--- src/design/min_distance_frontier_queue_unit_assert.svh ---
// Assertion macros for the frontier queue unit.
`ifndef MIN_DISTANCE_FRONTIER_QUEUE_UNIT_ASSERT_SVH
`define MIN_DISTANCE_FRONTIER_QUEUE_UNIT_ASSERT_SVH
`ifndef SYNTHESIS
`define MDFQ_ASSERT(label, prop) \
  label: assert property (@(posedge clk_i) disable iff (!rst_ni) prop) \
    else $error("mdfq: assertion failed");
`define MDFQ_ASSERT_RST(label, prop) \
  label: assert property (@(posedge clk_i) prop) \
    else $error("mdfq: reset check failed");
`else
`define MDFQ_ASSERT(label, prop)
`define MDFQ_ASSERT_RST(label, prop)
`endif
`endif

--- src/design/mdfq_ram.sv ---
`default_nettype none

module mdfq_ram #(
  parameter int WIDTH = 8,
  parameter int DEPTH = 64
) (
  input  wire logic                     clk_i,
  input  wire logic                     we_i,
  input  wire logic [$clog2(DEPTH)-1:0] waddr_i,
  input  wire logic [WIDTH-1:0]         wdata_i,
  input  wire logic [$clog2(DEPTH)-1:0] raddr_i,
  output logic      [WIDTH-1:0]         rdata_o
);

  logic [WIDTH-1:0] mem [DEPTH];
  logic [WIDTH-1:0] rdata_q;

  always_ff @(posedge clk_i) begin
    if (we_i) begin
      mem[waddr_i] <= wdata_i;
    end
    rdata_q <= mem[raddr_i];
  end

  assign rdata_o = rdata_q;

endmodule

`default_nettype wire

--- config.mk ---
export PLATFORM = sky130hd
export DESIGN_NAME = mdfq_ram
export DESIGN_NICKNAME = d
export VERILOG_FILES = /design/src/design/min_distance_frontier_queue_unit_assert.svh /design/src/design/mdfq_ram.sv
export SDC_FILE = /design/constraint.sdc
export NUM_CORES = 1
export LEC_CHECK = 0
export BUFFER_PORTS_ARGS = -buffer_cell sky130_fd_sc_hd__buf_2
export CAP_MARGIN = 20
export CORE_MARGIN = 4
export CORE_UTILIZATION = 56
export CTS_CLUSTER_DIAMETER = 120
export DETAILED_ROUTE_END_ITERATION = 8
export PLACE_DENSITY = 0.86
export SYNTH_ARGS = -nofsm -noshare
export SYNTH_HDL_FRONTEND = slang
export SYNTH_SLANG_ARGS = --single-unit
--- constraint.sdc ---
create_clock -name clk_i -period 1.75 [get_ports clk_i]
set_input_delay 0.175 -clock clk_i [delete_from_list [all_inputs] [get_ports clk_i]]
set_output_delay 0.175 -clock clk_i [all_outputs]
set_load 0.005 [all_outputs]
Word-level counts from Yosys, hierarchy flattened
Memory sizes are Yosys's and may differ from the RTL's. A register that Yosys moved wholly into a read port is not among the register bits.
Cells that the tools add are included.
{"block": "word_totals", "memories": 1, "ram_bits": 512, "out_inout_bits": 8, "regBits": 0}
{"memory": "mem", "words": 64, "word_bits": 8, "read_ports": 1, "rd_clocked_by_memory_dff": 1, "write_ports": 1, "line": "mdfq_ram.sv:15", "text": "logic [WIDTH-1:0] mem [DEPTH];"}
{"block": "classes", "mux": 2}
{"operator": "two-way mux 1 bit", "n": 2}

Depth between registers and ports, before layout
Gate-level depths: netlist of the first run.
{"block": "logic_depth", "ltp_word": 2, "ltp_mapped": 9, "mapped_depth_nobuf": 5}

Worst setup path before layout of the first run
No wires, ideal clock.
{"block": "synth_timing", "kind": "in2reg", "startpoint": "input port raddr_i[1]", "endpoint": "register rdata_q[3], in the netlist rdata_o[3], read port of mem", "path_slack_ns": -0.093, "cell_stages": 7, "path_buffers": 3, "arrival_time_ns": 1.715, "required_time_ns": 1.622, "path_cell_list": "buf_4 > buf_2 > buf_2 > mux4_2 > mux4_2 > o21ai_1 > o41ai_1"}
{"item": "from (decl)", "line": "mdfq_ram.sv:11", "text": "input wire logic [$clog2(DEPTH)-1:0] raddr_i,"}
{"item": "to (decl)", "line": "mdfq_ram.sv:16", "text": "logic [WIDTH-1:0] rdata_q;"}

==> impl_results.md, run 1 <==
- Status: complete, but fails checks
- Failing checks: negative hold slack, negative setup slack
- Avg Vias per Cell: 6.47
- HPWL after DPL: 29.0 mm
- Area contributors post-synth: edfxtp_1 76%, mux4_2 14%, nor2_1 1.5%
- Antenna viol nets, final: 0
- Worst-Margin Slew: 701 ps
- Data arrival, critical path: 2410 ps
- Die width: 198 um
- Synth unique cells: 40
- Dpl ws: -649 ps
- Min-Delay Path Class: in2reg
- Min Tclk post-route: 1980 ps
- Average size of a mapped cell: 21.5 sq um
- VDD IR max: 0.947 mV
- Met2 usage: 40.3%
- #FFs+latches synth: 520
- Hold Crit Endpoint: mem[6][7]$_DFFE_PP_
- Root Buffer: clkbuf_16
- Commonest cells post-synth: 512 x edfxtp_1, 126 x mux4_2, 83 x nor2_1
- Core Area: 35600 sq um
- Remaining Overflow, GRT: 0
- Final period util: 113%
- FF-to-FF Start: mem[29][4]$_DFFE_PP_
- Largest net degree at the start of global routing: 65
- Layout cells sized above 1: 35.2%
- Routed wire per std cell: 29.4 um
- Hold Path Origin: wdata_i[7]
- CP top delay family: multiplexers
- Setup_tns: -657 ps
- Area Overhead vs Synth: 18.2%
- DR vias: 10546
- Initial DRC Count: 1559
- DRC errors left: 0
- Reg2Reg Setup Slack: -230 ps
- Slew margin rel.: 52.9%
- Io pins: 30
- Crit path cell chain: mux4_2 -> mux2_4 -> o221a_4 -> nor3_4 -> o32ai_2
- Sequential area share after synthesis: 77.0%
- RSZ-0062 raised after global routing: yes
- GR Util met1: 33.4%
- Initial antenna violation count: 2
- Ys flop type: edfxtp_1
- Port buffer count: 29
- Final setup fails: 8
- Routability congestion estimate: 0.910
- Worst stage delay on the critical path: 510 ps
- Biggest area consumer among synthesized cells: edfxtp_1
- FFs w/ async S/R, synth: 0%
- Crit start category: register
- Multi-input gate area: 4490 sq um
- Routed WL: 47.9 mm
- Hold Slack: -4.81 ps
- Post-synthesis instance area: 20200 sq um
- Longest Clk Path Bufs: 3
- Syn_nets: 962
- Starting Density: 56.7%
- Pleak: 7.81 nW
- Synth warn: 0
- GRT Total Usage: 24.6%
- GR Util met3: 5.17%
- Fin. max-slew vios: 0
- H-tree Lvls: 2
- FF-to-FF End: rdata_o[4]$_DFF_P_
- Worst path bufs/invs: 0
- Max Fanout on Critical Path: 1
- DRT Pass-1 Iters: 5
- Die area: 39100 sq um
- Final Hold Vio Count: 9
- Syn Inst Count: 940
- Final nets: 1149
- Most common cell in the netlist: edfxtp_1
- Final core occ: 67.0%
- Worst Setup Path Type: reg2reg
- Cell Area, Placed: 22000 sq um
- Post-synth EDFFs: 512
- Number of global-route vias before repair: 10898
- Clk_skew: 11.6 ps
- Num rows: 69
- Fill count: 2049
- Fin area: 23800 sq um
- Sequential standard cell area: 15500 sq um
- Crit path launch: mem[29][4]$_DFFE_PP_
- Top cell type's share of synthesized area: 76.2%
- CTS clk-pin slew, worst paths: 60 ps
- WP data required: 2190 ps
- Max Cap Viol: 0
- Final worst setup slack: -225 ps
- Gr busiest metal: met2
- Fmax: 506 MHz
- Worst setup EP type: register
- CP max-delay cell: mux4_2
- Worst R2R Path Depth: 5
- Number of cells on the worst hold path: 1
- Ratio of total power to cell area: 1090 nW/um^2
- Sink Count: 520
- CTS buffer count: 49
- Die H: 198 um
- First-pass GRT wire length: 70.8 mm
- Clock Latency Late Sink: 560 ps
- CTS tree: yes
==> what timing repair did <==
item / in CTS / in global routing
endpoints found under the setup margin: 8 / 8
gates resized for setup: 27 / 7
setup buffers: 0 / 0
endpoints found under the hold margin: 3 / 0
pin swaps: 6 / 1
hold buffers: 1 / 0
==> cell families after synthesis <==
kind of cell / after synthesis / share of synthesized area, %
AOI/OAI and AO/OA: 54 / 2.07
buffers and inverters: 51 / 1.57
DFF: 520 / 77.0
muxes: 162 / 15.9
and+or+nand+nor: 153 / 3.39
==> registers in the layout, indices dropped and copies added (netlist names) <==
name / count
rdata_o: 8
mem: 512
==> metal layers <==
layer	part of all wire [%]	wire length [um]	vias to the layer above
met4	4.2	2030	2
li1	-	-	4301
met5	0.021	10	-
met3	11	5320	150
met2	50	24000	716
met1	34	16500	5377
==> how the worst max path moves through the flow <==
stage / to / slack, ps / depth (start not counted)
detailed placement: rdata_o[4]$_DFF_P_ / -650 / 7
finish: rdata_o[4]$_DFF_P_ / -230 / 5
floorplan: rdata_o[7]$_DFF_P_ / 0.2 / 8
global placement: rdata_o[4]$_DFF_P_ / -620 / 7
CTS: rdata_o[4]$_DFF_P_ / -240 / 5
global route: rdata_o[4]$_DFF_P_ / -250 / 5
==> final cells by class <==
cell class | instances | area share (%)
Clock inverter | 26 | 1.02
Tap cell | 461 | 2.42
Antenna cell | 1 | 0.0105
Clock buffer | 65 | 5.74
Multi-Input combinational cell | 369 | 18.8
Timing Repair Buffer | 187 | 6.81
Sequential cell | 520 | 65.2
==> report_power, final <==
group	leakage, nW	switching, mW	internal [mW]
sequential	4.67	0.0510	13.8
combinational	2.35	0.877	0.673
clock	0.784	4.36	6.21
total	7.81	5.29	20.7
==> through the flow <==
step                instances  total power [mW]  hold WS (ps)
CTS                      1624              26.0          16.1
global route             1628              26.7         0.570
finish                   1629              26.0         -4.81
detailed placement       1533              15.5           511
global placement         1533              15.5           498
floorplan                 940              14.8           274
==> placed cells by master (no fill, tap or decap), types with 4 or more instances in the layout <==
cell type / n
nor2b_1: 14
o221ai_1: 8
nor2_1: 80
clkbuf_16: 51
clkinv_2: 4
buf_4: 137
nor3_1: 5
mux2_4: 5
edfxtp_1: 512
nand2b_1: 7
buf_12: 22
mux2_2: 8
nand2_1: 19
a211oi_1: 4
clkbuf_8: 5
mux2i_1: 22
mux4_2: 126
o22ai_1: 7
clkinv_1: 15
clkbuf_1: 10
dfxtp_1: 8
bufinv_16: 5
buf_2: 26
nand3_1: 13
(Power assumes the default switching activity.)
==> run 2: changes to the inputs <==
CORE_UTILIZATION = 62   (was 56)
CTS_BUF_LIST = sky130_fd_sc_hd__clkbuf_16   (was unset)
PLACE_DENSITY = 0.9   (was 0.86)
SETUP_SLACK_MARGIN = 0.05   (was unset)
clock period = 2.2 ns   (was 1.75 ns; I/O delays follow)
==> run 2 against run 1 <==
Compared with the run above:
- the run now ends clean
- sequential power fell by 20%
- largest cell class unchanged
- via count rose by 2.6%
- clock power fell by 23%
- final area shrank 2.4%
==> impl_results.md, run 2 (synthesis gave the netlist of run 1 again) <==
- Number of global-route vias before repair: 11245 (was 10898)
- Die area: 35500 sq um (was 39100 sq um)
- Final core occ: 73.2% (was 67.0%)
- HPWL after DPL: 31.0 mm (was 29.0 mm)
- Postcts setup bufs: 0 (unchanged)
- Routed WL: 50.2 mm (was 47.9 mm)
- Port buffer count: 29 (unchanged)
- Slew margin rel.: 41.0% (was 52.9%)
- Layout cells sized above 1: 33.0% (was 35.2%)
- Commonest non-fill, non-tap cell in the layout: edfxtp_1 (unchanged)
- Die width: 188 um (was 198 um)
- Clk_skew: 19.8 ps (was 11.6 ps)
- Max Fanout on Critical Path: 1 (unchanged)
- Hold Crit Endpoint: rdata_o[6]$_DFF_P_ (was mem[6][7]$_DFFE_PP_)
- Commonest non-fill, non-tap cells in the layout: 512 x edfxtp_1, 130 x buf_4, 126 x mux4_2 (was 512 x edfxtp_1, 137 x buf_4, 126 x mux4_2)
- Root Buffer: clkbuf_16 (unchanged)
- Final Hold Vio Count: 0 (was 9)
- Worst R2R Path Depth: 5 (unchanged)
- Final period util: 92.8% (was 113%)
- Fin area: 23300 sq um (was 23800 sq um)
- CTS clk-pin slew, worst paths: 70 ps (was 60 ps)
- Max Cap Viol: 0 (unchanged)
- Worst Setup Path Type: reg2reg (unchanged)
- GR Util met3: 5.65% (was 5.17%)
- Antenna viol nets, final: 0 (unchanged)
- First-pass GRT wire length: 74.4 mm (was 70.8 mm)
- Number of cells on the worst hold path: 3 (was 1)
- FF-to-FF End: rdata_o[1]$_DFF_P_ (was rdata_o[4]$_DFF_P_)
- Initial antenna violation count: 4 (was 2)
- Post_cts resized: 0 (was 27)
- Fin. max-slew vios: 0 (unchanged)
- H-tree Lvls: 2 (unchanged)
- WP data required: 2650 ps (was 2190 ps)
- Final nets: 1129 (was 1149)
- Remaining Overflow, GRT: 0 (unchanged)
- CTS tree: yes (unchanged)
- RSZ-0062 raised after global routing: no (was yes)
- Starting Density: 63.4% (was 56.7%)
- Hold Slack: 108 ps (was -4.81 ps)
- Initial DRC Count: 1654 (was 1559)
- Worst-Margin Slew: 886 ps (was 701 ps)
- Crit start category: register (unchanged)
- Routed wire per std cell: 31.8 um (was 29.4 um)
- GR Util met1: 38.1% (was 33.4%)
- Final setup fails: 0 (was 8)
- Sink Count: 520 (unchanged)
- Worst setup EP type: register (unchanged)
- Largest net degree at the start of global routing: 48 (was 65)
- Min Tclk post-route: 2040 ps (was 1980 ps)
- VDD IR max: 0.695 mV (was 0.947 mV)
- Routability congestion estimate: 0.929 (was 0.910)
- Dpl ws: -65.7 ps (was -649 ps)
- Min-Delay Path Class: in2reg (unchanged)
- DRT Pass-1 Iters: 6 (was 5)
- Gr busiest metal: met2 (unchanged)
- Met2 usage: 46.9% (was 40.3%)
- Ratio of total power to cell area: 872 nW/um^2 (was 1090 nW/um^2)
- Clock Latency Late Sink: 560 ps (about the same)
- Status: completed (was complete, but fails checks)
- Io pins: 30 (unchanged)
- Reg2Reg Setup Slack: 160 ps (was -230 ps)
- DR vias: 10817 (was 10546)
- Fmax: 490 MHz (was 506 MHz)
- CTS buffer count: 49 (unchanged)
- GRT Total Usage: 28.5% (was 24.6%)
- Pleak: 7.62 nW (was 7.81 nW)
- Final worst setup slack: 158 ps (was -225 ps)
- Longest Clk Path Bufs: 3 (unchanged)
- Top reg by flops: mem (unchanged)
- Largest register FFs: 512 (unchanged)
- Cell Area, Placed: 21700 sq um (was 22000 sq um)
- Die H: 188 um (was 198 um)
- DRC errors left: 0 (unchanged)
- Data arrival, critical path: 2490 ps (was 2410 ps)
- FF-to-FF Start: mem[7][1]$_DFFE_PP_ (was mem[29][4]$_DFFE_PP_)
- Hold Path Origin: raddr_i[5] (was wdata_i[7])
- Cts hold-fix bufs: 0 (was 1)
- Num rows: 65 (was 69)
- Core Area: 31800 sq um (was 35600 sq um)
- Avg Vias per Cell: 6.85 (was 6.47)
- Area Overhead vs Synth: 15.4% (was 18.2%)
run 2: cell types whose count changed in the layout (fill, tap and decap cells not counted), sizes merged:
cell / before / now
buf: 185 / 166
clkbuf: 66 / 52
inv: 1 / 11
clkinv: 19 / 17
diode: 1 / 3
bufinv: 5 / 4
clkinvlp: 1 / 2
dlygate4sd3: 1 / 0
run 2: routing by layer:
metal	part of all wire (%)	up-vias
li1	-	4259
met1	33	5517
met2	50	861
met3	11	178
met4	5.1	2
met5	0.026	-
run 2: report_power, final:
part           internal [mW]  leakage, nW  switching, mW
combinational          0.459         2.15          0.684
sequential              11.0         4.67         0.0384
clock                   4.65        0.794           3.50
total                   16.1         7.62           4.22
run 2: per-stage QoR:
step	setup TNS (ps)	cells	power (mW)
final	0	1579	20.3
after global routing	0	1579	20.8
after CTS	0	1576	20.3
after detailed placement	-216	1491	12.3
after global placement	-27.3	1491	12.2
after floorplan	0	940	11.8
run 2: layout make-up:
type                    count  area [sq um]
clock buffers              51          1280
well taps                 435           544
multi-input cells         369          4320
flip-flops and latches    520         15500
clock inverters            34           265
repair buffers            167          1320
diodes                      3          7.51
fillers                  1626          8540
run 2: how the worst max path moves through the flow:
stage / start / to / slack, ps / cells after the start
3_3_place_gp: raddr_i[0] / rdata_o[2]$_DFF_P_ / -20 / 7
6_report: mem[7][1]$_DFFE_PP_ / rdata_o[1]$_DFF_P_ / 160 / 5
2_1_floorplan: raddr_i[1] / rdata_o[3]$_DFF_P_ / 310 / 7
5_1_grt: mem[7][1]$_DFFE_PP_ / rdata_o[1]$_DFF_P_ / 150 / 5
3_5_place_dp: raddr_i[1] / rdata_o[1]$_DFF_P_ / -70 / 7
4_1_cts: mem[6][1]$_DFFE_PP_ / rdata_o[1]$_DFF_P_ / 180 / 5
run 2: worst max-delay path: stages, from the launching register on:
cell,delay [ps]
edfxtp_1,400
mux4_2,550
mux4_2,480
nor2_1,210
nor3_1,140
o2bb2ai_1,160
